==> src/sv/cmos_rtc_index_data_port_defines.svh <==
// assertion macros used by the cmos rtc controller
// expects clk and rst_n in scope at the point of use
`ifndef CMOS_RTC_INDEX_DATA_PORT_DEFINES_SVH
`define CMOS_RTC_INDEX_DATA_PORT_DEFINES_SVH

// same-cycle implication, checked out of reset
`define CMOSRTC_ASSERT_NOW(label, ante, cons, msg) \
    label: assert property (@(posedge clk) disable iff (!rst_n) (ante) |-> (cons)) \
        else $error(msg);

// next-cycle implication, checked out of reset
`define CMOSRTC_ASSERT_NEXT(label, ante, cons, msg) \
    label: assert property (@(posedge clk) disable iff (!rst_n) (ante) |=> (cons)) \
        else $error(msg);

`endif

==> src/sv/cmosrtc_pkg.sv <==
// types, codes and helpers for the cmos rtc index/data port block
// no dependencies
package cmosrtc_pkg;

    typedef struct packed {
        logic [1:0] opcode;
        logic       port;
        logic [7:0] write_data;
        logic [5:0] now_seconds;
        logic [5:0] now_minutes;
        logic [4:0] now_hours;
        logic [2:0] now_weekday;
        logic [4:0] now_day;
        logic [3:0] now_month;
        logic [6:0] now_year;
    } req_t;

    typedef struct packed {
        logic [7:0] read_data;
        logic       irq_pulse;
    } rsp_t;

    // commands from controller to datapath
    typedef struct packed {
        logic capture;
        logic access;
        logic result;
    } cmd_t;

    typedef enum logic [1:0] {
        ST_IDLE,
        ST_ACCESS,
        ST_RESULT,
        ST_SEND
    } state_t;

    localparam logic [1:0] OP_READ  = 2'd0;
    localparam logic [1:0] OP_WRITE = 2'd1;
    localparam logic [1:0] OP_TICK  = 2'd2;

    localparam logic PORT_INDEX = 1'b0;
    localparam logic PORT_DATA  = 1'b1;

    localparam logic [7:0] IDX_SECONDS = 8'h00;
    localparam logic [7:0] IDX_MINUTES = 8'h02;
    localparam logic [7:0] IDX_HOURS   = 8'h04;
    localparam logic [7:0] IDX_WEEKDAY = 8'h06;
    localparam logic [7:0] IDX_DAY     = 8'h07;
    localparam logic [7:0] IDX_MONTH   = 8'h08;
    localparam logic [7:0] IDX_YEAR    = 8'h09;
    localparam logic [7:0] IDX_REG_B   = 8'h0B;

    localparam int PIE_BIT = 6;

    // packed bcd of a value below 128: tens by reciprocal multiply, result kept to 8 bits
    function automatic logic [7:0] to_bcd(input logic [6:0] v);
        logic [14:0] prod;
        logic [3:0]  tens;
        logic [3:0]  ones;
        prod = 15'(v) * 15'd205;
        tens = prod[14:11];
        ones = 4'(v - 7'(7'(tens) * 7'd10));
        return {tens, 4'b0000} + {4'b0000, ones};
    endfunction

endpackage

==> src/sv/cmosrtc_ctrl.sv <==
// controller state machine for the cmos rtc block
// depends on cmosrtc_pkg and cmos_rtc_index_data_port_defines.svh
`include "cmos_rtc_index_data_port_defines.svh"

module cmosrtc_ctrl
    import cmosrtc_pkg::*;
(
    input  logic clk,
    input  logic rst_n,
    input  logic req_valid,
    output logic req_stall,
    output logic rsp_valid,
    input  logic rsp_stall,
    output cmd_t cmd
);

    state_t state_reg;
    state_t state_next;

    always_ff @(posedge clk or negedge rst_n)
    begin
        if (!rst_n)
        begin
            state_reg <= ST_IDLE;
        end
        else
        begin
            state_reg <= state_next;
        end
    end

    always_comb
    begin
        state_next = state_reg;
        case (state_reg)
            ST_IDLE:
            begin
                if (req_valid)
                begin
                    state_next = ST_ACCESS;
                end
            end
            ST_ACCESS: state_next = ST_RESULT;
            ST_RESULT: state_next = ST_SEND;
            ST_SEND:
            begin
                if (!rsp_stall)
                begin
                    state_next = ST_IDLE;
                end
            end
            default: state_next = ST_IDLE;
        endcase
    end

    always_comb
    begin
        req_stall   = 1'b1;
        rsp_valid   = 1'b0;
        cmd         = '0;
        case (state_reg)
            ST_IDLE:
            begin
                req_stall   = 1'b0;
                cmd.capture = req_valid;
            end
            ST_ACCESS: cmd.access = 1'b1;
            ST_RESULT: cmd.result = 1'b1;
            ST_SEND:   rsp_valid  = 1'b1;
            default:   req_stall  = 1'b1;
        endcase
    end

    `CMOSRTC_ASSERT_NEXT(a_access_after_accept, req_valid && !req_stall, cmd.access, "no access after accept")
    `CMOSRTC_ASSERT_NOW(a_busy_while_result, rsp_valid, req_stall, "request taken while result pending")
    `CMOSRTC_ASSERT_NOW(a_cmd_onehot, 1'b1, $onehot0({cmd.capture, cmd.access, cmd.result}), "overlapping commands")
    `CMOSRTC_ASSERT_NEXT(a_result_then_send, cmd.result, rsp_valid, "result not presented")

endmodule

==> src/sv/cmosrtc_dp.sv <==
// datapath for the cmos rtc block: index register, cmos ram, interrupt enable, result register
// depends on cmosrtc_pkg
module cmosrtc_dp
    import cmosrtc_pkg::*;
#(
    parameter int RAM_DEPTH = 256
)
(
    input  logic clk,
    input  logic rst_n,
    input  cmd_t cmd,
    input  req_t req,
    output rsp_t rsp
);

    localparam int AW = $clog2(RAM_DEPTH);

    req_t                 item_reg;
    logic [7:0]           index_reg;
    logic                 pie_reg;
    logic [RAM_DEPTH-1:0] valid_reg;
    logic [7:0]           ram [RAM_DEPTH];
    logic [7:0]           ram_q_reg;
    logic                 hit_reg;
    rsp_t                 rsp_reg;
    rsp_t                 rsp_next;

    logic [AW-1:0]        addr;
    logic                 in_range;
    logic                 data_write;
    logic [7:0]           data_read;

    assign addr       = index_reg[AW-1:0];
    assign in_range   = ({1'b0, index_reg} < 9'(RAM_DEPTH));
    assign data_write = cmd.access && (item_reg.opcode == OP_WRITE)
                        && (item_reg.port == PORT_DATA);

    always_ff @(posedge clk)
    begin
        if (cmd.capture)
        begin
            item_reg <= req;
        end
    end

    // control-side registers
    always_ff @(posedge clk or negedge rst_n)
    begin
        if (!rst_n)
        begin
            index_reg <= '0;
            pie_reg   <= 1'b0;
            valid_reg <= '0;
        end
        else if (cmd.access && item_reg.opcode == OP_WRITE)
        begin
            if (item_reg.port == PORT_INDEX)
            begin
                index_reg <= item_reg.write_data;
            end
            else
            begin
                if (in_range)
                begin
                    valid_reg[addr] <= 1'b1;
                end
                if (index_reg == IDX_REG_B)
                begin
                    pie_reg <= item_reg.write_data[PIE_BIT];
                end
            end
        end
    end

    // cmos ram, entries read as zero until first written
    always_ff @(posedge clk)
    begin
        if (data_write && in_range)
        begin
            ram[addr] <= item_reg.write_data;
        end
        if (cmd.access)
        begin
            ram_q_reg <= ram[addr];
            hit_reg   <= in_range && valid_reg[addr];
        end
    end

    always_comb
    begin
        case (index_reg)
            IDX_SECONDS: data_read = to_bcd({1'b0, item_reg.now_seconds});
            IDX_MINUTES: data_read = to_bcd({1'b0, item_reg.now_minutes});
            IDX_HOURS:   data_read = to_bcd({2'b00, item_reg.now_hours});
            IDX_WEEKDAY: data_read = {5'b00000, item_reg.now_weekday};
            IDX_DAY:     data_read = to_bcd({2'b00, item_reg.now_day});
            IDX_MONTH:   data_read = to_bcd({3'b000, item_reg.now_month});
            IDX_YEAR:    data_read = to_bcd(item_reg.now_year);
            default:     data_read = hit_reg ? ram_q_reg : 8'h00;
        endcase
    end

    always_comb
    begin
        rsp_next = '0;
        case (item_reg.opcode)
            OP_READ:
            begin
                rsp_next.read_data = (item_reg.port == PORT_INDEX) ? index_reg : data_read;
            end
            OP_TICK:  rsp_next.irq_pulse = pie_reg;
            default:  rsp_next = '0;
        endcase
    end

    always_ff @(posedge clk)
    begin
        if (cmd.result)
        begin
            rsp_reg <= rsp_next;
        end
    end

    assign rsp = rsp_reg;

endmodule

==> src/sv/cmos_rtc_index_data_port.sv <==
// cmos rtc index/data port: one request in, one response out. a request is
// taken only while the block is idle; it is then captured, goes through the ram
// access (index or byte write, registered ram read) and then through forming the
// response, and the response is shown from its output register until
// the receiver takes it, after which the next request can be taken. the registered read port
// of the cmos ram sets the access cycle. port 0 holds the 8-bit index, port 1 reads or writes
// the byte at that index; indices 0, 2, 4, 7, 8 and 9 read back seconds, minutes, hours, day,
// month and year in bcd from the request's time fields, index 6 the weekday in binary, and
// any other index the ram byte (zero at or beyond RAM_DEPTH). a data write at index 0x0b
// loads the periodic interrupt enable from bit 6, and a tick request answers with irq_pulse
// set while that enable is on. ram contents read as zero after reset through per-entry valid
// bits, so no clearing pass is needed and requests are taken right out of reset.
// depends on cmosrtc_pkg, cmosrtc_ctrl and cmosrtc_dp
module cmos_rtc_index_data_port
    import cmosrtc_pkg::*;
#(
    parameter int RAM_DEPTH = 256
)
(
    input  logic clk,
    input  logic rst_n,
    // request channel
    input  logic req_valid,
    output logic req_stall,
    input  req_t req,
    // response channel
    output logic rsp_valid,
    input  logic rsp_stall,
    output rsp_t rsp
);

    // command bundle from sequencer to datapath
    cmd_t cmd;

    // sequencer: idle, access, result, send
    cmosrtc_ctrl u_ctrl (
        .clk       (clk),
        .rst_n     (rst_n),
        .req_valid (req_valid),
        .req_stall (req_stall),
        .rsp_valid (rsp_valid),
        .rsp_stall (rsp_stall),
        .cmd       (cmd)
    );

    // index register, ram, interrupt enable and response register
    cmosrtc_dp #(
        .RAM_DEPTH (RAM_DEPTH)
    ) u_dp (
        .clk   (clk),
        .rst_n (rst_n),
        .cmd   (cmd),
        .req   (req),
        .rsp   (rsp)
    );

endmodule

==> config.mk <==
export PLATFORM = sky130hd
export DESIGN_NAME = cmos_rtc_index_data_port
export DESIGN_NICKNAME = d
export VERILOG_FILES = /design/src/sv/cmosrtc_pkg.sv /design/src/sv/cmosrtc_ctrl.sv /design/src/sv/cmosrtc_dp.sv /design/src/sv/cmos_rtc_index_data_port.sv
export VERILOG_INCLUDE_DIRS = /design/src /design/src/sv
export SDC_FILE = /design/constraint.sdc
export NUM_CORES = 2
export LEC_CHECK = 0
export BUFFER_PORTS_ARGS = -buffer_cell sky130_fd_sc_hd__buf_2
export CAP_MARGIN = 20
export CORE_ASPECT_RATIO = 1.4
export CORE_UTILIZATION = 30
export CTS_CLUSTER_DIAMETER = 80
export DETAILED_ROUTE_END_ITERATION = 10
export HOLD_SLACK_MARGIN = 0.15
export PLACE_DENSITY = 0.41
export SLEW_MARGIN = 20
export SYNTH_ARGS = -nofsm -noshare
export SYNTH_HDL_FRONTEND = slang
export SYNTH_SLANG_ARGS = --single-unit
==> constraint.sdc <==
create_clock -name clk -period 4.8 [get_ports clk]
set_input_delay 1.2 -clock clk [delete_from_list [all_inputs] [get_ports clk]]
set_output_delay 1.2 -clock clk [all_outputs]
set_load 0.02 [all_outputs]
==> impl_metrics.csv <==
group,metric,value,unit
timing,hold_violations,0,
global_routing,antenna_found_initial,12,
synth,synth-main-ff-cell,"edfxtp_1",
clock_network,cts-buffers-inserted,240,
synth,netlist_instances,4592,
drt,drcViolationCount,0,
setup_path,cp_data_required_time,5.54,ns
floorplanning,die_w,479,um
synth,synth_nets,4825,
setup_path,slowest_stage,"fa_1",
floorplanning,rows,244,
global_routing,grt_pass1_vias,50100,
drt,via_per_inst,4.89,
global_routing,grtUsageTotal,0.176,
timing,period_needed,4.62,ns
timing,min_period_over_period,0.963,
setup_path,timing.rr.start,"u_dp.item_reg[5]",
clock_network,h-tree-depth,4,
synth,synth_area_leaders,"edfxtp_1 (66%), mux4_2 (17%), dfrtp_1 (7.0%)",
floorplanning,initial_core_util,0.302,
status,status,"completed",
clock_network,cts_sinks,2380,
synth,synth_top_cell_area_share,0.664,
setup_path,crit_arrival,5.37,ns
synth,syn_area_per_cell,20.8,um^2
timing,finalSetupViolations,0,
pwr,power.total,63800,uW
synth,ys_seq_area_frac,0.733,
pwr,power_frac_seq,0.379,
pwr,p_leak,0.0386,uW
setup_path,endpoint_kind,"register",
global_routing,overflow,0,
synth,synth_area,95600,um^2
pwr,p_int,43000,uW
placed_design,gp_routability_congestion,0.785,
setup_path,cpLargestDelayFamily,"adder cells",
clock_network,clk_pin_slew,0.06,ns
clock_network,clk-insertion-delay-late,0.92,ns
setup_path,critical_path_class,"register to register",
synth,synth-warning-count,0,
timing,worst_pin_slew,1.25,ns
min_path,hp-class,"primary input to asynchronous set/reset pin",
floorplanning,die_h,670,um
global_routing,grt_start_max_net_pins,171,
job,maxCapViolations,0,
setup_path,cp_slowest_stage_delay,0.43,ns
pwr,p_clk_frac,0.297,
setup_path,r2r_setup_slack,0.18,ns
drt,met1Wirelength,117,mm
clock_network,cts_root_buf,"clkbuf_16",
final_layout,drive_above_1_share,0.365,
clock_network,cts_tree,"built",
pwr,irDropWorstVdd,0.441,mV
pwr,pwr-share-comb,0.324,
synth,yosysMostFrequentCell,"edfxtp_1",
setup_path,reg2reg_depth,20,
timing,timing.slew.headroom,0.166,
pwr,p_per_area,566,nW/um^2
setup_path,path_buf_inv,4,
drt,dr_wl_met3,9.90,mm
drt,routed_wl,284,mm
final_layout,areaGrowthSynthToFinish,17.8,%
drt,wl_per_cell,29.7,um
setup_path,timing.rr.end,"u_dp.rsp[4]",
final_layout,largest_register_ffs,2048,
setup_path,worst-path-max-fanout,3,
pwr,p_sw,20700,uW
timing,hold-worst-slack,0.284,ns
drt,drtPass1Iterations,7,
timing,timing.fmax,216,MHz
drt,wl_met2,149,mm
placed_design,io_buffers,61,
synth,ys_seq_elements,2380,
drt,vias,46700,
setup_path,path_cells,"buf_4 > inv_1 > ha_1 > fa_1 > inv_1 > fa_1 > ha_1 > ha_4 > nand2_2 > a2111oi_4 > buf_4 > o2bb2ai_4 > a31oi_4 > ha_4 > fa_2 > xor2_2 > xnor2_1 > xnor2_1 > nand3_1 > a21oi_2",
drt,drtIter0Drc,3777,
synth,ys_types,66,
drt,highest_layer,"met4",
clock_network,ctsLongestPathBuffers,4,
floorplanning,core_area,316000,um^2
placed_design,dpl.hpwl,184,mm
synth,yosys-top-cells-count,"edfxtp_1 (2113), mux4_2 (711), nor2_1 (293)",
timing,slew_violations,0,
floorplanning,die_area,321000,um^2
pwr,switching_share,0.325,
synth,async_reset_ff_frac,0.112,
floorplanning,ioPinCount,62,
synth,synth_edf_count,2113,
synth,synth_top_cell_by_area,"edfxtp_1",
global_routing,grt_pass1_wl,401,mm
timing,fin_skew,0.0782,ns
setup_path,cp-start-kind,"register",
final_layout,final_nets,5392,
drt,ant_nets,0,
-- worst max-delay path by stage --
stage	start	to	slack (ns)	depth (start not counted)
after floorplan	u_dp.item_reg[4]	u_dp.rsp[3]	0.24	16
after global placement	u_dp.item_reg[28]	u_dp.rsp[4]	-0.07	20
after detailed placement	u_dp.item_reg[28]	u_dp.rsp[4]	-0.09	20
after CTS	u_dp.item_reg[28]	u_dp.rsp[4]	0.01	20
after global routing	u_dp.item_reg[4]	u_dp.rsp[4]	-0.008	19
final	u_dp.item_reg[5]	u_dp.rsp[4]	0.18	20
-- logic make-up (layout without fill, tap and decap cells) --
family | after synthesis | after routing | synth area share
buffers and inverters | 336 | 1106 | 0.0156
multiplexers | 731 | 731 | 0.170
adder cells (fa/ha/maj) | 182 | 182 | 0.0261
XOR/XNOR | 32 | 32 | 0.00336
other | 0 | 3 | 0
AND/OR/NAND/NOR | 739 | 739 | 0.0383
AO/OA/AOI/OAI | 192 | 192 | 0.0136
flip-flops | 2380 | 2380 | 0.733
-- cell usage in the layout, fill, tap and decap left out, types with 10 or more instances in the layout --
cell,count
nand3_1,25
a31oi_1,13
clkinv_1,26
o22ai_1,15
nor2b_1,11
edfxtp_1,2113
o21ai_0,27
clkbuf_1,72
xnor2_1,24
fa_1,26
a21oi_1,33
mux2_2,10
clkbuf_16,243
buf_12,53
buf_4,443
nand4_1,10
a22o_1,11
inv_1,101
ha_1,141
mux4_2,711
dfrtp_1,261
mux2i_1,10
nand2_1,66
ha_4,12
nor2_1,289
clkbuf_8,26
a22oi_1,30
clkinv_2,40
buf_2,60
bufinv_16,21
or2_2,265
nand2_2,13
-- layer usage --
metal  vias up  GRT usage
met3       362     0.0201
met5         -          0
li1      19800          -
met2       946      0.317
met4         0     0.0468
met1     25600      0.223
-- repair_timing --
action	CTS	global route
endpoints found under the setup margin	2	2
gates resized for setup	6	41
hold buffers	0	0
cloned	0	0
setup buffers	1	7
pin swaps	3	28
-- through the flow --
step / cell area [um^2] / utilization / instances / TNS (ns) / worst slack (ns)
4_1_cts: 112000 / 0.355 / 9538 / 0 / 0.0102
6_report: 113000 / 0.356 / 9547 / 0 / 0.177
3_3_place_gp: 105000 / 0.330 / 9092 / -0.102 / -0.0738
3_5_place_dp: 105000 / 0.330 / 9092 / -0.0869 / -0.0869
5_1_grt: 113000 / 0.356 / 9545 / -0.00778 / -0.00778
2_1_floorplan: 95600 / - / 4592 / 0 / 0.239
-- power groups by stage --
stage / Combinational, uW / Sequential, uW / Clock [uW]
global route: 21900 / 24200 / 20100
finish: 20700 / 24200 / 18900
global placement: 20900 / 24600 / 0
detailed placement: 20900 / 24600 / 0
CTS: 20900 / 24200 / 19500
floorplan: 11400 / 24700 / 0
-- worst reg2reg max path, cell delays in order, from the launching register on --
cell and delay (ns):
edfxtp_1 0.41, buf_4 0.17, inv_1 0.05, ha_1 0.25, fa_1 0.42, inv_1 0.08
fa_1 0.43, ha_1 0.32, ha_4 0.28, nand2_2 0.06, a2111oi_4 0.27, buf_4 0.19
o2bb2ai_4 0.14, a31oi_4 0.06, ha_4 0.18, fa_2 0.37, xor2_2 0.16, xnor2_1 0.20
xnor2_1 0.14, nand3_1 0.10, a21oi_2 0.20
-- final cells by class --
cell class,count,area (um^2)
sequential,2380,70100
clock buffer,341,6710
antenna,3,7.51
tap,4182,5230
fill,29400,204000
multi-input combinational,1876,24400
clock inverter,104,1070
inverter,103,387
timing repair buffer,558,4710
(Power assumes the default switching activity.)
